### src/hdl/pvd_pkg.sv
// Shared types and constants for the posting varint decoder.
// Depends on nothing; every other file of the block refers to it by scoped names.

package pvd_pkg;

  // A varint byte adds 7 payload bits, so only the first five bytes reach a 32-bit value.
  localparam int unsigned AccBytes = 5;

  typedef enum logic [1:0] {
    PH_DOC    = 2'd0,
    PH_SIZE   = 2'd1,
    PH_LIST   = 2'd2,
    PH_RESYNC = 2'd3
  } phase_e;

  typedef enum logic [1:0] {
    KIND_DOC = 2'd0,
    KIND_POS = 2'd1,
    KIND_BAD = 2'd2
  } kind_e;

  // Register index of the configuration port.
  localparam logic [1:0] RegPosEnable = 2'd0;

  // Posting state kept between bytes (the varint byte count is kept apart,
  // its width follows the top-level parameter).
  typedef struct packed {
    phase_e      phase;
    logic [31:0] acc;
    logic [15:0] left;
    logic [31:0] held;
    logic [31:0] prev;
    logic [15:0] pcount;
  } state_t;

  typedef struct packed {
    kind_e       kind;
    logic [31:0] value;
    logic [15:0] pos_idx;
    logic        last;
  } result_t;

endpackage

### src/hdl/pvd_apb_regs.sv
// APB-style configuration register for the posting varint decoder.
// Depends on pvd_pkg for the register index.

module pvd_apb_regs (
  input  logic        clk_i,
  input  logic        rst_ni,
  input  logic        psel,
  input  logic        penable,
  input  logic        pwrite,
  input  logic [1:0]  paddr,
  input  logic [31:0] pwdata,
  output logic [31:0] prdata,
  output logic        pready,
  output logic        pos_enable_o
);

  logic incl_q, incl_d;
  logic wr_en;

  assign pready = 1'b1;
  assign wr_en  = psel && penable && pwrite && pready
                  && (paddr == pvd_pkg::RegPosEnable);

  always_comb begin
    incl_d = incl_q;
    if (wr_en) begin
      incl_d = pwdata[0];
    end
  end

  always_ff @(posedge clk_i or negedge rst_ni) begin
    if (!rst_ni) begin
      incl_q <= 1'b1;
    end else begin
      incl_q <= incl_d;
    end
  end

  always_comb begin
    prdata = '0;
    if (paddr == pvd_pkg::RegPosEnable) begin
      prdata = {31'd0, incl_q};
    end
  end

  assign pos_enable_o = incl_q;

endmodule

### src/hdl/pvd_step.sv
// One-byte update of the posting decoder: next state and optional result.
// Depends on pvd_pkg for the state, result, phase and kind types.

module pvd_step #(
  parameter int unsigned MaxBytes = 5,
  parameter int unsigned CntW     = 3
) (
  input  pvd_pkg::state_t  state_i,
  input  logic [CntW-1:0]  cnt_i,
  input  logic [7:0]       byte_i,
  input  logic             record_start_i,
  input  logic             incl_i,
  output pvd_pkg::state_t  state_o,
  output logic [CntW-1:0]  cnt_o,
  output logic             res_valid_o,
  output pvd_pkg::result_t res_o
);

  pvd_pkg::phase_e  ph;
  logic [31:0]      acc_in;
  logic [CntW-1:0]  cnt_in;
  logic [4:0]       shamt;
  logic [31:0]      acc_new;
  logic [CntW-1:0]  cnt_new;
  logic             more;
  logic             too_long;
  logic [15:0]      left_dec;
  logic [31:0]      pos_sum;

  // A forced record start drops any partial varint.
  always_comb begin
    ph     = record_start_i ? pvd_pkg::PH_DOC : state_i.phase;
    acc_in = record_start_i ? '0 : state_i.acc;
    cnt_in = record_start_i ? '0 : cnt_i;
  end

  // Varint byte feed: only the first five bytes land inside 32 bits.
  always_comb begin
    shamt   = 5'(cnt_in[2:0]) * 5'd7;
    acc_new = acc_in;
    if (cnt_in < CntW'(pvd_pkg::AccBytes)) begin
      acc_new = acc_in | ({25'd0, byte_i[6:0]} << shamt);
    end
    cnt_new  = cnt_in + CntW'(1);
    more     = byte_i[7];
    too_long = more && (cnt_new >= CntW'(MaxBytes));
  end

  assign left_dec = (state_i.left != '0) ? state_i.left - 16'd1 : '0;
  assign pos_sum  = state_i.prev + acc_new;

  always_comb begin
    state_o       = state_i;
    state_o.phase = ph;
    state_o.acc   = acc_in;
    cnt_o         = cnt_in;
    res_valid_o   = 1'b0;
    res_o.kind    = pvd_pkg::KIND_DOC;
    res_o.value   = state_i.held;
    res_o.pos_idx = '0;
    res_o.last    = 1'b0;

    unique case (ph)
      pvd_pkg::PH_DOC: begin
        if (more) begin
          state_o.acc = acc_new;
          cnt_o       = cnt_new;
        end else begin
          state_o.held   = {1'b0, acc_new[31:1]};
          state_o.prev   = '0;
          state_o.pcount = '0;
          state_o.acc    = '0;
          cnt_o          = '0;
          if (acc_new[0]) begin
            // Single-byte position list.
            state_o.left  = 16'd1;
            state_o.phase = pvd_pkg::PH_LIST;
            res_valid_o   = 1'b1;
            res_o.value   = {1'b0, acc_new[31:1]};
            res_o.last    = !incl_i;
          end else begin
            state_o.phase = pvd_pkg::PH_SIZE;
          end
        end
      end

      pvd_pkg::PH_SIZE: begin
        if (more) begin
          state_o.acc = acc_new;
          cnt_o       = cnt_new;
        end else begin
          state_o.left = (|acc_new[31:16]) ? 16'hFFFF : acc_new[15:0];
          state_o.acc  = '0;
          cnt_o        = '0;
          res_valid_o  = 1'b1;
          if ((acc_new == '0)) begin
            // Empty list: the document delta closes the posting.
            state_o.phase = pvd_pkg::PH_DOC;
            res_o.last    = 1'b1;
          end else begin
            state_o.phase = pvd_pkg::PH_LIST;
            res_o.last    = !incl_i;
          end
        end
      end

      pvd_pkg::PH_LIST: begin
        state_o.left = left_dec;
        if (!incl_i) begin
          state_o.acc = '0;
          cnt_o       = '0;
          if (left_dec == '0) begin
            state_o.phase = pvd_pkg::PH_DOC;
          end
        end else if (more) begin
          state_o.acc = acc_new;
          cnt_o       = cnt_new;
          // An unfinished varint at the end of the list is an overrun.
          if (left_dec == '0) begin
            res_valid_o = 1'b1;
          end
        end else begin
          state_o.prev   = pos_sum;
          state_o.pcount = state_i.pcount + 16'd1;
          state_o.acc    = '0;
          cnt_o          = '0;
          res_valid_o    = 1'b1;
          res_o.kind     = pvd_pkg::KIND_POS;
          res_o.value    = pos_sum;
          res_o.pos_idx  = state_i.pcount;
          res_o.last     = (left_dec == '0);
          if (left_dec == '0) begin
            state_o.phase = pvd_pkg::PH_DOC;
          end
        end
      end

      pvd_pkg::PH_RESYNC: begin
        state_o.acc = '0;
        cnt_o       = '0;
      end

      default: begin
        state_o.phase = pvd_pkg::PH_RESYNC;
      end
    endcase

    // Malformed record: long varint in any decoded field, or overrun in the list.
    if ((too_long && ph != pvd_pkg::PH_RESYNC && !(ph == pvd_pkg::PH_LIST && !incl_i))
        || (ph == pvd_pkg::PH_LIST && incl_i && more && left_dec == '0)) begin
      state_o.phase = pvd_pkg::PH_RESYNC;
      state_o.acc   = '0;
      cnt_o         = '0;
      res_valid_o   = 1'b1;
      res_o.kind    = pvd_pkg::KIND_BAD;
      res_o.value   = '0;
      res_o.pos_idx = '0;
      res_o.last    = 1'b1;
    end
  end

endmodule

### src/hdl/pvd_out_buffer.sv
// Two-entry result buffer (output register plus skid stage) for the decoder.
// Depends on pvd_pkg for the result type.

module pvd_out_buffer (
  input  logic             clk_i,
  input  logic             rst_ni,
  input  logic             push_i,
  input  pvd_pkg::result_t data_i,
  output logic             room_o,
  output logic             valid_o,
  input  logic             ready_i,
  output pvd_pkg::result_t data_o
);

  logic             head_vld_q, head_vld_d;
  logic             skid_vld_q, skid_vld_d;
  pvd_pkg::result_t head_q, head_d;
  pvd_pkg::result_t skid_q, skid_d;
  logic             pop;

  assign pop     = head_vld_q && ready_i;
  assign room_o  = !skid_vld_q;
  assign valid_o = head_vld_q;
  assign data_o  = head_q;

  always_comb begin
    head_vld_d = head_vld_q;
    skid_vld_d = skid_vld_q;
    head_d     = head_q;
    skid_d     = skid_q;
    if (skid_vld_q) begin
      if (pop) begin
        head_d     = skid_q;
        skid_vld_d = 1'b0;
      end
    end else if (push_i) begin
      if (!head_vld_q || pop) begin
        head_d     = data_i;
        head_vld_d = 1'b1;
      end else begin
        skid_d     = data_i;
        skid_vld_d = 1'b1;
      end
    end else if (pop) begin
      head_vld_d = 1'b0;
    end
  end

  always_ff @(posedge clk_i or negedge rst_ni) begin
    if (!rst_ni) begin
      head_vld_q <= 1'b0;
      skid_vld_q <= 1'b0;
    end else begin
      head_vld_q <= head_vld_d;
      skid_vld_q <= skid_vld_d;
    end
  end

  always_ff @(posedge clk_i) begin
    head_q <= head_d;
    skid_q <= skid_d;
  end

  // The skid stage only fills behind an occupied output register.
  a_skid_behind_head: assert property (@(posedge clk_i) disable iff (!rst_ni)
    skid_vld_q |-> head_vld_q)
    else $error("skid entry held without an output entry");

  // No result may arrive while both entries are taken.
  a_no_push_when_full: assert property (@(posedge clk_i) disable iff (!rst_ni)
    push_i |-> !skid_vld_q)
    else $error("result pushed into a full buffer");

  // A held skid entry moves to the output as soon as the output drains.
  a_skid_advances: assert property (@(posedge clk_i) disable iff (!rst_ni)
    (skid_vld_q && ready_i) |=> (head_vld_q && !skid_vld_q && head_q == $past(skid_q)))
    else $error("skid entry did not advance");

endmodule

### src/hdl/posting_varint_decoder_top.sv
// Top level of the posting varint decoder: input stream, config port, result stream.
// Depends on pvd_pkg, pvd_apb_regs, pvd_step and pvd_out_buffer.
//
// Channel   Dir  Handshake          Payload
// s_axis    in   tvalid/tready      tdata[7:0] data_byte, tuser[0] record_start
// m_axis    out  tvalid/tready      tdata[31:0] value, tdata[47:32] position_index,
//                                   tuser[1:0] kind, tlast last_of_posting
// apb       in   psel/penable       paddr 0: position enable (bit 0), pready tied high
//
// Each accepted byte is decoded in the cycle of its transfer: the varint step logic reads
// the posting state registers and the byte, and writes the state and at most one result.
// The result is registered in the output buffer and shown on m_axis from there; one byte
// is taken every cycle while s_axis_tready_o is high. A two-entry output buffer (output
// register plus skid) keeps the input flowing while one result waits; s_axis_tready_o
// drops only when both entries are full. Reset puts the decoder at the start of a posting
// with positions enabled and the output buffer empty; no clearing pass is needed.

module posting_varint_decoder_top #(
  parameter int unsigned MAX_VARINT_BYTES = 5
) (
  input  logic        clk_i,
  input  logic        rst_ni,

  input  logic        s_axis_tvalid_i,
  output logic        s_axis_tready_o,
  input  logic [7:0]  s_axis_tdata_i,   // [7:0] data_byte
  input  logic [0:0]  s_axis_tuser_i,   // [0] record_start

  output logic        m_axis_tvalid_o,
  input  logic        m_axis_tready_i,
  output logic [47:0] m_axis_tdata_o,   // [31:0] value, [47:32] position_index
  output logic [1:0]  m_axis_tuser_o,   // [1:0] kind
  output logic        m_axis_tlast_o,   // last_of_posting

  input  logic        psel,
  input  logic        penable,
  input  logic        pwrite,
  input  logic [1:0]  paddr,
  input  logic [31:0] pwdata,
  output logic [31:0] prdata,
  output logic        pready
);

  // The byte counter must hold MAX_VARINT_BYTES itself.
  localparam int unsigned CntW = $clog2(MAX_VARINT_BYTES + 1);

  logic             incl;
  logic             in_xfer;
  pvd_pkg::state_t  state_q, state_d, step_state;
  logic [CntW-1:0]  cnt_q, cnt_d, step_cnt;
  logic             res_valid;
  pvd_pkg::result_t res;
  pvd_pkg::result_t out_res;
  logic             buf_room;

  pvd_apb_regs u_regs (
    .clk_i        (clk_i),
    .rst_ni       (rst_ni),
    .psel         (psel),
    .penable      (penable),
    .pwrite       (pwrite),
    .paddr        (paddr),
    .pwdata       (pwdata),
    .prdata       (prdata),
    .pready       (pready),
    .pos_enable_o (incl)
  );

  pvd_step #(
    .MaxBytes (MAX_VARINT_BYTES),
    .CntW     (CntW)
  ) u_step (
    .state_i        (state_q),
    .cnt_i          (cnt_q),
    .byte_i         (s_axis_tdata_i),
    .record_start_i (s_axis_tuser_i[0]),
    .incl_i         (incl),
    .state_o        (step_state),
    .cnt_o          (step_cnt),
    .res_valid_o    (res_valid),
    .res_o          (res)
  );

  assign s_axis_tready_o = buf_room;
  assign in_xfer         = s_axis_tvalid_i && s_axis_tready_o;

  // The posting state only advances on an input transfer.
  always_comb begin
    state_d = state_q;
    cnt_d   = cnt_q;
    if (in_xfer) begin
      state_d = step_state;
      cnt_d   = step_cnt;
    end
  end

  always_ff @(posedge clk_i or negedge rst_ni) begin
    if (!rst_ni) begin
      state_q <= '{phase: pvd_pkg::PH_DOC, default: '0};
      cnt_q   <= '0;
    end else begin
      state_q <= state_d;
      cnt_q   <= cnt_d;
    end
  end

  pvd_out_buffer u_out (
    .clk_i   (clk_i),
    .rst_ni  (rst_ni),
    .push_i  (in_xfer && res_valid),
    .data_i  (res),
    .room_o  (buf_room),
    .valid_o (m_axis_tvalid_o),
    .ready_i (m_axis_tready_i),
    .data_o  (out_res)
  );

  assign m_axis_tdata_o = {out_res.pos_idx, out_res.value};
  assign m_axis_tuser_o = out_res.kind;
  assign m_axis_tlast_o = out_res.last;

endmodule

### config.mk
export PLATFORM = sky130hd
export DESIGN_NAME = posting_varint_decoder_top
export DESIGN_NICKNAME = d
export VERILOG_FILES = /design/src/hdl/pvd_pkg.sv /design/src/hdl/pvd_apb_regs.sv /design/src/hdl/pvd_step.sv /design/src/hdl/pvd_out_buffer.sv /design/src/hdl/posting_varint_decoder_top.sv
export SDC_FILE = /design/constraint.sdc
export NUM_CORES = 1
export LEC_CHECK = 0
export ABC_CLOCK_PERIOD_IN_PS = 7400
export BUFFER_PORTS_ARGS = -buffer_cell sky130_fd_sc_hd__buf_2
export CORE_UTILIZATION = 34
export CTS_BUF_LIST = sky130_fd_sc_hd__clkbuf_4
export CTS_CLUSTER_DIAMETER = 150
export CTS_CLUSTER_SIZE = 20
export DETAILED_ROUTE_END_ITERATION = 7
export PLACE_DENSITY = 0.52
export REMOVE_ABC_BUFFERS = 1
export SLEW_MARGIN = 20
export SYNTH_ARGS = -nofsm -noshare
export SYNTH_HDL_FRONTEND = slang
export SYNTH_SLANG_ARGS = --single-unit
### constraint.sdc
create_clock -name clk_i -period 7.4 [get_ports clk_i]
set_input_delay 0 -clock clk_i [delete_from_list [all_inputs] [get_ports clk_i]]
set_output_delay 0 -clock clk_i [all_outputs]
set_load 0.01 [all_outputs]
==> results of run 1 <==
==> per-layer routing <==
metal | vias to the layer above | routed length [um] | GRT usage (%)
met3 | 70 | 2386 | 2.192
met4 | 2 | 1241 | 6.092
li1 | 5491 | - | -
met5 | - | 9 | 0
met2 | 370 | 18860 | 31.33
met1 | 5752 | 20450 | 29.56
==> cells in the final DEF (no fill, tap or decap), types with 50 or more instances in the layout <==
| cell type | n |
|---|---|
| buf_2 | 71 |
| nor2_1 | 107 |
| o21ai_0 | 102 |
| inv_1 | 54 |
| dfrtp_1 | 133 |
| nand2_1 | 149 |
| a21oi_1 | 94 |
| ha_1 | 50 |
| edfxtp_1 | 102 |
| a22o_1 | 55 |
==> flip-flops by register name (all words and copies together) (netlist names) <==
register	flops
state_q	129
u_out.data_o	51
u_out.skid_q	51
cnt_q	3
u_out.skid_vld_q	1
u_out.valid_o	1
u_regs.pos_enable_o	1
==> cells by family (layout without fill, tap and decap cells) <==
| kind of cell | after synthesis | count (layout) |
|---|---|---|
| buffers and inverters | 175 | 215 |
| XOR/XNOR | 36 | 36 |
| flip-flops | 237 | 237 |
| multiplexers | 62 | 62 |
| AO/OA/AOI/OAI | 464 | 464 |
| AND/OR/NAND/NOR | 424 | 424 |
| other | 2 | 33 |
| adder cells (fa/ha/maj) | 54 | 54 |
==> worst min-delay path, delay by kind of cell <==
kind	cells	cell delay [ns]
compound gates	3	0.45
simple gates	1	0.17
buf+inv	1	0.13
==> timing repair <==
item | 4_1_cts | 5_1_grt
endpoints found under the setup margin | 0 | 2
buffers inserted | 0 | 0
resized for setup | 0 | 1
hold buffers | 13 | 0
hold endpoints to repair | 108 | 0
==> worst min path at each step <==
| stage | start | endpoint | slack (ns) | depth (start not counted) |
|---|---|---|---|---|
| 2_1_floorplan | rst_ni | cnt_q[0]$_DFFE_PN0P_ | -0.30 | 0 |
| 3_3_place_gp | rst_ni | state_q[85]$_DFFE_PN0P_ | 0.03 | 1 |
| 3_5_place_dp | rst_ni | state_q[85]$_DFFE_PN0P_ | 0.04 | 1 |
| 4_1_cts | s_axis_tdata_i[6] | state_q[116]$_DFFE_PN0P_ | 0.001 | 5 |
| 5_1_grt | s_axis_tdata_i[0] | state_q[112]$_DFFE_PN0P_ | 0.08 | 5 |
| 6_report | s_axis_tdata_i[0] | state_q[112]$_DFFE_PN0P_ | 0.05 | 5 |
==> metrics by stage <==
step | worst slack [ns] | TNS (ns)
floorplan | -0.6711 | -34.23
global placement | 0.7330 | 0
detailed placement | 0.5985 | 0
CTS | 0.5493 | 0
global route | 0.06820 | 0
finish | 0.5129 | 0
==> final cells by class <==
| cell class | instances | area, um^2 |
|---|---|---|
| Sequential cell | 237 | 6444 |
| Clock inverter | 1 | 5.005 |
| Multi-Input combinational cell | 1072 | 7033 |
| Timing Repair Buffer | 130 | 872.1 |
| Antenna cell | 1 | 2.502 |
| Clock buffer | 24 | 180.2 |
| Tap cell | 532 | 665.6 |
| Fill cell | 4149 | 25490 |
| Inverter | 60 | 227.7 |
==> report_power, final <==
| group | internal [mW] | leakage, nW | switching, mW |
|---|---|---|---|
| combinational | 0.833 | 3.88 | 1.46 |
| sequential | 1.70 | 2.72 | 0.187 |
| clock | 0.147 | 0.114 | 0.439 |
==> flow_summary.ini, run 1 <==
[critical_path]
critPathBufInv = 3
startpoint_type = flop
r2r_start = cnt_q[0]$_DFFE_PN0P_
cpMostUsedCell = fa_1
path_delay_family = compound AO/OA/AOI/OAI gates
crit_arrival_ns = 7.30
crit_slowest_cell = fa_1
criticalPathCategory = flop to flop
rr_worst_depth = 20
critPathMaxFanout = 15
critPathLaunch = cnt_q[0]$_DFFE_PN0P_
path_depth = 20
cp-endpoint = u_out.data_o[47]$_DFFE_PP_
slowest_delay_ns = 0.83
r2r-end = u_out.data_o[47]$_DFFE_PP_
endpoint_kind = flop
regToRegSetupSlack_ns = 0.51
worstPathCellList = nand2b_1 > inv_4 > fa_1 > ha_1 > fa_1 > a2111oi_1 > buf_4 > nor2_1 > inv_1 > ha_1 > fa_1 > a21o_1 > a221oi_1 > nand4b_1 > a41oi_1 > o31ai_1 > a2111oi_0 > or3_1 > a31oi_1 > o41ai_1
required_ns = 7.82

[floorplan]
coreArea_um2 = 40920
start_util_pct = 34.60
die_area_um2 = 42470
num_rows = 74
io_pins = 136
die_y_um = 206.1
die_x_um = 206.1

[logic_synthesis]
syn_inst = 1454
ys_types = 77
ys_async_sr_fraction_pct = 56.96
yosysTopAreaCell = dfrtp_1
synth_top_family_by_area = compound AO/OA/AOI/OAI gates
synthSimpleGateAreaFrac_pct = 13.94
synth_xor_area_share_pct = 2.227
ys_top_cells_by_area = dfrtp_1 24%, edfxtp_1 22%, ha_1 4.4%
synthFlopType = dfrtp_1
postSynthAreaPerCell_um2 = 9.739
synth_fa_ha_area_share_pct = 4.984
synth_compound_area_share_pct = 22.58
synth_common_cells = 149 x nand2_1, 134 x dfrtp_1, 110 x nor2_1, 102 x edfxtp_1, 102 x o21ai_0
synth-edff-count = 102
synthMuxAreaShare_pct = 4.904
yosysMostFrequentCell = nand2_1
yosysWarnings = 0
seq_area_frac_synth_pct = 45.50
ys_ff_latch = 237
syn_area_um2 = 14160
yosysTopAreaCellShare_pct = 23.68

[clocking]
htreeDepth = 1
cts_root_buffer = clkbuf_4
cts_made_buffers = 15
clk_latency_ns = 0.71
clock-sinks = 237
clk_pin_slew_ns = 0.25
cts_tree = yes
cts.path.max_buffers = 3

[power_and_ir_drop]
power_mw = 4.766
p_per_area_nw_per_um2 = 308.9
vdd_drop_max_mv = 0.1524
p_leak_nw = 6.711

[routing]
drt_wl_total_um = 42950
dr.first_iter.drc_count = 1146
num_vias = 11690
firstDrtPassIters = 8
route.detailed.drc = 0
routedWlPerCell_um = 20.88
vias_per_cell = 5.681
drtAntennaViolNets = 0

[flow_run]
maxCapViolCount = 0

[timing]
tightest_slew_ns = 1.060
timing.hold.ws_ns = 0.04864
fmax_ghz = 0.1452
period_share_pct = 93.07
setup_viol = 0
finalHoldViolCount = 0
slew_headroom_pct = 29.32
rsz0062_at_grt = no
slew_violations = 0
post-route-min-period_ns = 6.887
clock-skew-final_ns = 0.03720

[finish]
fin_cells = 2057
area_growth_pct = 8.969
finalCoreUtilization_pct = 37.70
drive_above_1_share_pct = 13.58
final_nets = 1620
final_cell_area_um2 = 15430

[placed_design]
placed_area_um2 = 15060
dp_hpwl_um = 28820
gp_congestion = 0.9054
place_inst = 2017
port_buffers = 72

[global_routing]
grt_max_degree = 73
grt_pass1_wl_um = 66460
antenna_found_initial = 2
first_global_vias = 11080
grt_util_all_layers_pct = 20.25
overflow = 0

[status]
outcome = finished clean

[min_path]
hold_class = input pin to flop
No activity file was read; power rests on OpenSTA's default activity.
==> inputs of run 2 (changes only) <==
CORE_UTILIZATION = 56   (was 34)
PLACE_DENSITY = 0.78   (was 0.52)
==> run 2 against run 1 <==
  * Critical endpoint is now u_out.data_o[38]$_DFFE_PP_
  * Sequential share of layout area up 0.86 points
  * Via count up 1.5%
  * Count of clock-buffer cells in the layout unchanged
  * Largest cell class unchanged
  * Sequential power about the same
  * Non-clock buffer count down 4
  * First-iteration DRC count up 21%
  * Fmax up 5.0%
  * Cell count down 10%
==> flow_summary.ini, run 2 (synthesis gave the netlist of run 1 again) <==
[finish]
final_common_cell = nand2_1
regMostFlops = state_q
final_nets = 1616
layout_common_cells = 149 x nand2_1, 134 x dfrtp_1, 108 x nor2_1, 102 x o21ai_0, 102 x edfxtp_1
finalCoreUtilization_pct = 61.61
drive_above_1_share_pct = 13.21
seqCellArea_um2 = 6442
area_growth_pct = 6.751
largest_register_ffs = 129
fillers = 2111
multiInputGateArea_um2 = 7027

[timing]
timing.hold.ws_ns = 0.06910
tightest_slew_ns = 0.9910
clock-skew-final_ns = 0.07172
fmax_ghz = 0.1525
rsz0062_at_grt = no
slew_violations = 0
period_share_pct = 88.63
post-route-min-period_ns = 6.558
slew_headroom_pct = 33.78
setup_viol = 0
finalHoldViolCount = 0
setup_tns_ns = 0

[floorplan]
die_x_um = 161.0
io_pins = 136
start_util_pct = 57.72
num_rows = 57
coreArea_um2 = 24530
die_area_um2 = 25930
die_y_um = 161.0

[clocking]
cts_resized = 0
cts_root_buffer = clkbuf_4
cts_made_buffers = 15
clk_pin_slew_ns = 0.23
htreeDepth = 1
clock-sinks = 237
clk_latency_ns = 0.72
cts.path.max_buffers = 3
hold_buffers = 13
cts_tree = yes
post_cts_buffers = 0

[power_and_ir_drop]
vdd_drop_max_mv = 0.2903
pwr-share-clk_pct = 11.9
switching_power_mw = 2.018
p_per_area_nw_per_um2 = 310.4
p_leak_nw = 6.683
p_comb_share_pct = 48.6
sw_frac_of_total_pct = 43.01
intPower_mw = 2.674
p_seq_share_pct = 39.5

[critical_path]
crit_arrival_ns = 6.97
startpoint_type = flop
criticalPathCategory = flop to flop
required_ns = 7.81
endpoint_kind = flop
critPathMaxFanout = 15

[min_path]
hold_class = input pin to flop

[routing]
drtAntennaViolNets = 0
drt_wl_total_um = 38890
routedWlPerCell_um = 21.07
route.detailed.drc = 0
vias_per_cell = 6.423
firstDrtPassIters = 6
dr.first_iter.drc_count = 1382
num_vias = 11860

[global_routing]
grt_max_degree = 70
grt_util_all_layers_pct = 30.35
first_global_vias = 11330
overflow = 0
antenna_found_initial = 1
grt_pass1_wl_um = 61980

[placed_design]
gp_congestion = 0.9551
port_buffers = 72
dp_hpwl_um = 26550

[flow_run]
maxCapViolCount = 0

[status]
outcome = finished clean
==> run 2: critical path, cell delays in order, from the launching register on <==
cell and delay [ns]:
dfrtp_1 0.41, nand2b_1 0.12, inv_4 0.19, fa_1 0.45, ha_1 0.21, fa_1 0.82
clkinv_1 0.36, nor2_1 0.23, nand3_1 0.13, o221a_2 0.36, inv_1 0.12, ha_1 0.25
a21oi_1 0.22, o21ai_0 0.18, a221o_1 0.37, a21oi_1 0.14, buf_4 0.16, nor2_1 0.05
o21ai_0 0.61, xnor2_1 0.18, a222oi_1 0.59, o21ai_0 0.15
==> run 2: per-layer routing <==
layer  wire length (um)  vias up  GRT usage [%]
li1                   -     5486              -
met3               3482       88          4.494
met2              17580      573          47.41
met5                  0        -              0
met1              16580     5709          43.09
met4               1260        0          11.02
==> run 2: path summary, 6_finish.rpt <==
path | from | end | slack, ns | cells after the start
max | cnt_q[0]$_DFFE_PN0P_ | u_out.data_o[38]$_DFFE_PP_ | 0.84 | 21
min | s_axis_tdata_i[0] | state_q[112]$_DFFE_PN0P_ | 0.07 | 5
max reg2reg | cnt_q[0]$_DFFE_PN0P_ | u_out.data_o[38]$_DFFE_PP_ | 0.84 | 21
min reg2reg | state_q[116]$_DFFE_PN0P_ | state_q[116]$_DFFE_PN0P_ | 0.52 | 2
max in group asynchronous | rst_ni | state_q[127]$_DFFE_PN0P_ | 6.12 | 4
min in group asynchronous | rst_ni | u_regs.pos_enable_o$_DFFE_PN1P_ | 0.33 | 3
==> run 2: cell type report <==
cell class | instances | share of cell area, %
timing repair buffer | 126 | 5.438
tap | 324 | 2.682
multi-input combinational | 1072 | 46.49
clock inverter | 2 | 0.05794
clock buffer | 24 | 1.192
inverter | 60 | 1.506
sequential | 237 | 42.62
antenna | 1 | 0.01655
==> run 2: power by group through the flow <==
stage	clock, mW	sequential [mW]	combinational, mW
6_report	0.561	1.85	2.28
5_1_grt	0.611	1.88	2.47
4_1_cts	0.574	1.85	2.25
3_5_place_dp	0	1.88	2.22
3_3_place_gp	0	1.86	2.16
2_1_floorplan	0	1.91	1.42
==> run 2: metrics by stage <==
step,worst slack (ns),power (mW),std cells,cell area (um^2)
2_1_floorplan,-0.6711,3.324,1369,13680
3_3_place_gp,1.092,4.021,1806,14780
3_5_place_dp,0.9878,4.103,1806,14780
4_1_cts,0.9233,4.671,1845,15110
5_1_grt,0.3453,4.959,1846,15120
6_report,0.8415,4.692,1846,15120
